File: config.mk
export PLATFORM = sky130hd
export DESIGN_NAME = ard_cell
export DESIGN_NICKNAME = d
export VERILOG_FILES = /design/src/sv/ard_pkg.sv /design/src/sv/ard_cell.sv
export SDC_FILE = /design/constraint.sdc
export NUM_CORES = 1
export LEC_CHECK = 0
export ABC_AREA = 1
export BUFFER_PORTS_ARGS = -buffer_cell sky130_fd_sc_hd__buf_2
export CAP_MARGIN = 20
export CORE_UTILIZATION = 30
export DETAILED_ROUTE_END_ITERATION = 8
export GPL_ROUTABILITY_DRIVEN = 0
export SLEW_MARGIN = 20
export SYNTH_ARGS = -nofsm -noshare
export SYNTH_HDL_FRONTEND = slang
export SYNTH_SLANG_ARGS = --single-unit
File: constraint.sdc
create_clock -name clock -period 7.5 [get_ports clock]
set_clock_uncertainty 0.2 [all_clocks]
set_input_delay 0.75 -clock clock [delete_from_list [all_inputs] [get_ports clock]]
set_output_delay 0.75 -clock clock [all_outputs]
set_load 0.01 [all_outputs]
File: src/sv/ard_pkg.sv
// ----------------------------------------------------------------------------
// Address region decoder package
// Shared action codes, status codes and the control word that travels
// along the chain of region cells.
// ----------------------------------------------------------------------------
package ard_pkg;

   localparam logic [1:0] ACT_ADD    = 2'd0;
   localparam logic [1:0] ACT_LOOKUP = 2'd1;
   localparam logic [1:0] ACT_CLEAR  = 2'd2;

   localparam logic [1:0] ST_OK      = 2'd0;
   localparam logic [1:0] ST_OVERLAP = 2'd1;
   localparam logic [1:0] ST_FULL    = 2'd2;
   localparam logic [1:0] ST_MISS    = 2'd3;

   typedef struct packed {
      logic       valid;
      logic [1:0] action;
      logic       hit;
   } ard_ctrl_type;

endpackage

File: src/sv/ard_cell.sv
// ----------------------------------------------------------------------------
// Address region decoder cell
// Holds one region as a start and an end address and checks the word that
// passes through it against that region, one cell per cycle.
// ----------------------------------------------------------------------------
module ard_cell #(
   parameter int ADDR_BITS = 64,
   parameter int IDX_W     = 3,
   parameter int CNT_W     = 4
) (
   input  logic                  clock,
   input  logic                  reset,
   input  logic [CNT_W-1:0]      count,
   input  logic                  wr_en,
   input  logic [ADDR_BITS-1:0]  wr_start,
   input  logic [ADDR_BITS-1:0]  wr_end,
   input  ard_pkg::ard_ctrl_type i_ctrl,
   input  logic [IDX_W-1:0]      i_pos,
   input  logic [ADDR_BITS-1:0]  i_addr,
   input  logic [ADDR_BITS-1:0]  i_aend,
   input  logic [IDX_W-1:0]      i_index,
   input  logic [ADDR_BITS-1:0]  i_offset,
   input  logic [ADDR_BITS-1:0]  i_left,
   input  logic                  i_fits,
   output ard_pkg::ard_ctrl_type o_ctrl,
   output logic [IDX_W-1:0]      o_pos,
   output logic [ADDR_BITS-1:0]  o_addr,
   output logic [ADDR_BITS-1:0]  o_aend,
   output logic [IDX_W-1:0]      o_index,
   output logic [ADDR_BITS-1:0]  o_offset,
   output logic [ADDR_BITS-1:0]  o_left,
   output logic                  o_fits
);
   import ard_pkg::*;

   logic [ADDR_BITS-1:0] start_ff;
   logic [ADDR_BITS-1:0] end_ff;
   ard_ctrl_type         ctrl_ff, ctrl_in;
   logic [IDX_W-1:0]     pos_ff;
   logic [ADDR_BITS-1:0] addr_ff;
   logic [ADDR_BITS-1:0] aend_ff;
   logic [IDX_W-1:0]     index_ff, index_in;
   logic [ADDR_BITS-1:0] offset_ff, offset_in;
   logic [ADDR_BITS-1:0] left_ff, left_in;
   logic                 fits_ff, fits_in;
   logic                 eligible;
   logic                 contains;
   logic                 reaches;

   assign eligible = i_ctrl.valid && !i_ctrl.hit && (CNT_W'(i_pos) < count);
   assign contains = (start_ff <= i_addr) && (i_addr < end_ff);
   assign reaches  = (i_addr <= start_ff) && (start_ff < i_aend);

   always_comb begin
      ctrl_in   = i_ctrl;
      index_in  = i_index;
      offset_in = i_offset;
      left_in   = i_left;
      fits_in   = i_fits;
      if (eligible) begin
         unique case (i_ctrl.action)
            ACT_ADD: begin
               ctrl_in.hit = contains || reaches;
            end
            ACT_LOOKUP: begin
               if (contains) begin
                  ctrl_in.hit = 1'b1;
                  index_in    = i_pos;
                  offset_in   = i_addr - start_ff;
                  left_in     = end_ff - i_addr;
                  fits_in     = !(i_aend > end_ff);
               end
            end
            default: begin
               ctrl_in = i_ctrl;
            end
         endcase
      end
   end

   always_ff @(posedge clock) begin
      if (reset) begin
         ctrl_ff <= '0;
      end else begin
         ctrl_ff <= ctrl_in;
      end
      pos_ff    <= IDX_W'(i_pos + 1'b1);
      addr_ff   <= i_addr;
      aend_ff   <= i_aend;
      index_ff  <= index_in;
      offset_ff <= offset_in;
      left_ff   <= left_in;
      fits_ff   <= fits_in;
      if (wr_en) begin
         start_ff <= wr_start;
         end_ff   <= wr_end;
      end
   end

   assign o_ctrl   = ctrl_ff;
   assign o_pos    = pos_ff;
   assign o_addr   = addr_ff;
   assign o_aend   = aend_ff;
   assign o_index  = index_ff;
   assign o_offset = offset_ff;
   assign o_left   = left_ff;
   assign o_fits   = fits_ff;

endmodule

# Word level (Yosys, flattened, before mapping)
# Cells that the tools add are included.
# op_classes
n_addsub,3
mux,15
n_lt_le_gt_ge,6
eq_ne,1
n_reduce_logical,8
# ops
op,n
64-bit two-way mux,6
64-bit less-or-equal comparator,2
64-bit less-than comparator,2
64-bit subtractor,2
64-bit greater-than comparator,1
3-bit two-way mux,3
1-bit two-way mux,5
1-bit logical AND,4
3-bit by 4-bit less-than comparator with 1-bit output,1
"3-bit by 1-bit adder with 3-bit output, second input constant",1
"2-bit by 1-bit == test with 1-bit output, second input constant",1
1-bit logical NOT,2
2-bit logical NOT,1
1-bit case mux with 2 select lines,1
1-bit logical OR,1
# totals
output_inout_bits,267
input_bits,402
wordCells,45
regBits,395

# Longest topological paths before layout
# depth
ltp_word,5
depth_mapped,22

# Least setup slack after synthesis
# Ideal clock, no wire load.
# synth_timing
kind,input to register
startpoint,in i_addr[0]
endpoint,"reg left_ff[40], in the netlist o_left[40]"
setup_slack_ns,4.325
setup_time_ns,0.109
n_path_buf,1
path_stages,20
arrival_time_ns,2.866
path_cell_list,inv_1 > ha_1 > fa_1 > inv_1 > nand3_1 > nand2_1 > nand2_1 > nand2_2 > nand2_2 > nand2_1 > nand2_1 > nand2_2 > nand2_1 > nand3_2 > nand3_4 > inv_4 > clkbuf_1 > nand3_1 > nand2_1 > inv_1
# synth_between
elab_chain_cells,5
word_cells_on_any_way,7
# synth_rtl
item,line_no,text
from (decl),ard_cell.sv:19,"input logic [ADDR_BITS-1:0] i_addr,"
64-bit less-or-equal comparator / 64-bit less-than comparator (equally long branches),ard_cell.sv:51,assign contains = (start_ff <= i_addr) && (i_addr < end_ff);
1-bit logical AND,ard_cell.sv:51,
64-bit two-way mux *,ard_cell.sv:66,if (contains) begin
64-bit two-way mux *,ard_cell.sv:61,unique case (i_ctrl.action)
64-bit two-way mux *,ard_cell.sv:60,if (eligible) begin
named net left_in[40],ard_cell.sv:44,"logic [ADDR_BITS-1:0] left_ff, left_in;"
to (signal assigned),ard_cell.sv:92,left_ff <= left_in;
to (decl),ard_cell.sv:44,
# The timed path passes the listed nets; every way through them passes the cells marked *.
# A chain may end at the register's enable or synchronous reset.

# Worst setup path in the final report
# layout_timing
startpoint,reg start_ff[0]
endpoint,"reg offset_ff[1], in the netlist o_offset[1]"
# layout_between
elab_chain_cells,5
word_cells_on_any_way,6
# layout_rtl
item,line_no,text
from (decl),ard_cell.sv:36,logic [ADDR_BITS-1:0] start_ff;
from (signal assigned),ard_cell.sv:95,start_ff <= wr_start;
64-bit less-or-equal comparator,ard_cell.sv:51,
1-bit logical AND,ard_cell.sv:51,
64-bit two-way mux *,ard_cell.sv:66,
64-bit two-way mux *,ard_cell.sv:61,
64-bit two-way mux *,ard_cell.sv:60,
named net offset_in[1],ard_cell.sv:43,"logic [ADDR_BITS-1:0] offset_ff, offset_in;"
to (signal assigned),ard_cell.sv:91,offset_ff <= offset_in;
to (decl),ard_cell.sv:43,
# Marked as above.

==> qor.yml <==
synth_edf_count: 128
wire_per_inst_um: 20.6
synth_top_family_by_area: "simple AND/OR/NAND/NOR gates"
hold_viol: 0
required_ns: 7.74
ctsResizeCount: 0
clkLatencyLatePin_ns: 0.61
max_slew.worst_pin.slew_ns: 1.02
async_flop_share: 0
antenna_found_initial: 10
fp.coreArea_mm2: 0.0825
pin_count: 669
power_leakage_uw: 0.0165
cts_tree: "yes"
yosys_warnings: 0
synth_area_mm2: 0.0252
cts_setup_buffers: 0
timing.max_cap.violations: 0
end_kind: "flop"
grt_usage: 0.250
drc: 0
setup_viol: 0
root_buffer: "clkbuf_16"
overflow: 0
die_h_um: 292
rows: 105
final_nets: 4882
max_slew_margin: 0.320
start_util: 0.305
cts_buffer_depth: 3
clk_pin_slew_ns: 0.06
power.density_mw_per_mm2: 210
final.fill_count: 8883
hold_ws_ns: 0.0992
vias: 25700
r2r_setup_slack_ns: 2.74
cp_max_fo: 142
whs_endpoint: "o_aend[47]$_DFF_P_"
clock-sinks: 395
drt_first_pass_iters: 8
synth_fa_ha_area_frac: 0.130
r2r-start: "start_ff[0]$_DFFE_PP_"
drive_gt1_frac: 0.184
synth_compound_area_frac: 0.105
period_share: 0.634
slew_violations: 0
grt_max_degree: 143
ys.flop_type: "dfxtp_1"
cts_made_buffers: 46
dp_hpwl_um: 93400
wl_um: 110000
viasPerCell: 4.83
ir_worst_vdd_uv: 165
timing.final.crit_period_ns: 4.76
ant_nets: 0
syn_inst: 3534
worstPathArrival_ns: 5.00
worstHoldPathType: "in2reg"
syn2layout_area_growth_pct: 23.8
portBuffers: 668
synthDistinctLibCells: 41
die_w_um: 292
ys_ff_latch: 395
seq_area_frac_synth: 0.365
muxShareOfSynthArea: 0
htree_levels: 2
critPathLaunchType: "flop"
path_class: "reg2reg"
yosys.area_share.simple: 0.253
min_path_cells: 1
fmax_ghz: 0.210
drt_iter0_drc: 2151
design.die.area_mm2: 0.0851
synth-xor-area-share: 0.0310
ctsHoldBuffers: 0
grt_setup_unrepaired: "no"
r2r-end: "o_offset[1]$_DFF_P_"
worstHoldStart: "i_aend[47]"
grt_pass1_wl_um: 157000
grt_pass1_vias: 24900
syn_avg_cell_area_um2: 7.12
status: "finished, final reports clean"
synth.net_count: 4196
tns_ns: 0
rr_worst_depth: 19
==> sequential cells by signal (all words and copies together), names as in the netlist <==
| register | count |
|---|---|
| o_offset | 64 |
| o_fits | 1 |
| start_ff | 64 |
| o_pos | 3 |
| o_ctrl | 4 |
| o_index | 3 |
| end_ff | 64 |
| o_left | 64 |
| o_aend | 64 |
| o_addr | 64 |
==> synthesized netlist by cell type, types with 3 or more instances <==
cell type / instances / area (um^2)
nand3_1: 160 / 801
o21ai_0: 116 / 581
nand3_2: 3 / 30.0
ha_1: 258 / 3230
nor2_2: 5 / 31.3
buf_4: 7 / 52.6
o21bai_1: 30 / 225
and2_1: 3 / 18.8
o21ai_1: 64 / 320
inv_2: 16 / 60.1
nand2_1: 925 / 3470
o21a_1: 10 / 75.1
nor3_1: 19 / 95.1
nand4_1: 42 / 263
nand2_2: 6 / 37.5
nand3b_1: 20 / 150
edfxtp_1: 128 / 3840
a21o_1: 15 / 113
nor3_2: 4 / 40.0
dfxtp_1: 267 / 5350
nor4_1: 17 / 106
clkbuf_1: 12 / 45.0
xor2_1: 14 / 123
buf_6: 12 / 135
xnor2_1: 75 / 657
a21oi_1: 255 / 1280
nor2_1: 338 / 1270
inv_1: 695 / 2610
==> worst max-delay path: stages, from the launching register on <==
cell      delay, ns
edfxtp_1       0.42
ha_1           0.25
fa_1           0.42
inv_1          0.09
nand3_1        0.06
nand2_1        0.15
nand2_1        0.08
nand2_2        0.10
nand2_2        0.08
nand2_1        0.11
nand2_1        0.07
nand2_2        0.08
nand2_1        0.08
nand3_2        0.11
nand3_4        0.08
inv_4          0.54
nand2_8        0.73
buf_4          0.58
nand2_1        0.13
o21ai_1        0.06
==> where the power goes <==
part	internal, uW	switching [uW]
combinational	611	1230
sequential	2360	74.0
clock	1300	983
total	4270	2280
==> metrics by stage <==
step	instance area, um^2	worst slack [ns]	instances	total power [uW]	utilization
6_report	31200	2.74	5331	6550	0.378
5_1_grt	31200	2.39	5328	6860	0.378
4_1_cts	31200	2.79	5327	6580	0.378
3_5_place_dp	29700	2.26	5242	4270	0.359
3_3_place_gp	29700	2.42	5242	4270	0.359
2_1_floorplan	25200	4.32	3534	3500	-
==> routing by layer <==
metal	vias to the layer above	GRT usage	wire length, um
li1	12600	-	-
met1	11800	0.322	46200
met2	1130	0.427	51300
met3	237	0.0346	7960
met4	12	0.0847	4180
met5	-	0	60
==> cell usage in the layout, fill, tap and decap left out, types with 3 or more instances in the layout <==
cell type / instances
clkbuf_1: 9
nand3_2: 3
nor2_1: 338
nor3_2: 4
diode_2: 4
xnor2_1: 75
nor4_1: 17
xor2_1: 14
nor2_4: 3
o21a_1: 10
o21bai_1: 30
clkinvlp_4: 3
nand2_1: 925
o21ai_1: 64
o21ai_0: 116
a21o_1: 15
inv_2: 16
clkinv_2: 6
clkbuf_16: 50
nand4_1: 42
ha_1: 258
edfxtp_1: 128
nand3b_1: 20
nand3_1: 160
and2_1: 3
a21oi_1: 255
inv_4: 4
inv_6: 5
inv_1: 695
nand2_2: 6
buf_4: 4
nor3_1: 19
clkbuf_8: 4
buf_2: 667
nor2_2: 4
dfxtp_1: 267
==> worst max path at each step <==
stage               depth (start not counted)              endpoint  slack [ns]                  start
floorplan                                  20    o_left[40]$_DFF_P_        4.32              i_addr[0]
global placement                           21   o_offset[1]$_DFF_P_        2.42              i_addr[0]
detailed placement                         21   o_offset[1]$_DFF_P_        2.26              i_addr[0]
CTS                                        19   o_offset[1]$_DFF_P_        2.79  start_ff[0]$_DFFE_PP_
global route                               20  o_offset[31]$_DFF_P_        2.39    end_ff[0]$_DFFE_PP_
finish                                     19   o_offset[1]$_DFF_P_        2.74  start_ff[0]$_DFFE_PP_
==> cell families after synthesis <==
family | count (synthesis)
simple gates | 1547
flops | 395
fa+ha+maj | 260
compound gates | 498
xor+xnor | 89
buf+inv | 745
==> area by class of cell <==
cell class	instances	area [um^2]	share of cell area
tap	1070	1340	0.0429
multi-input combinational	2394	13100	0.420
clock buffer	63	1340	0.0430
clock inverter	22	175	0.00562
antenna	4	10.0	0.000321
sequential	395	9190	0.295
timing repair buffer	671	3370	0.108
inverter	712	2680	0.0858
No activity file was read; power rests on OpenSTA's default activity.
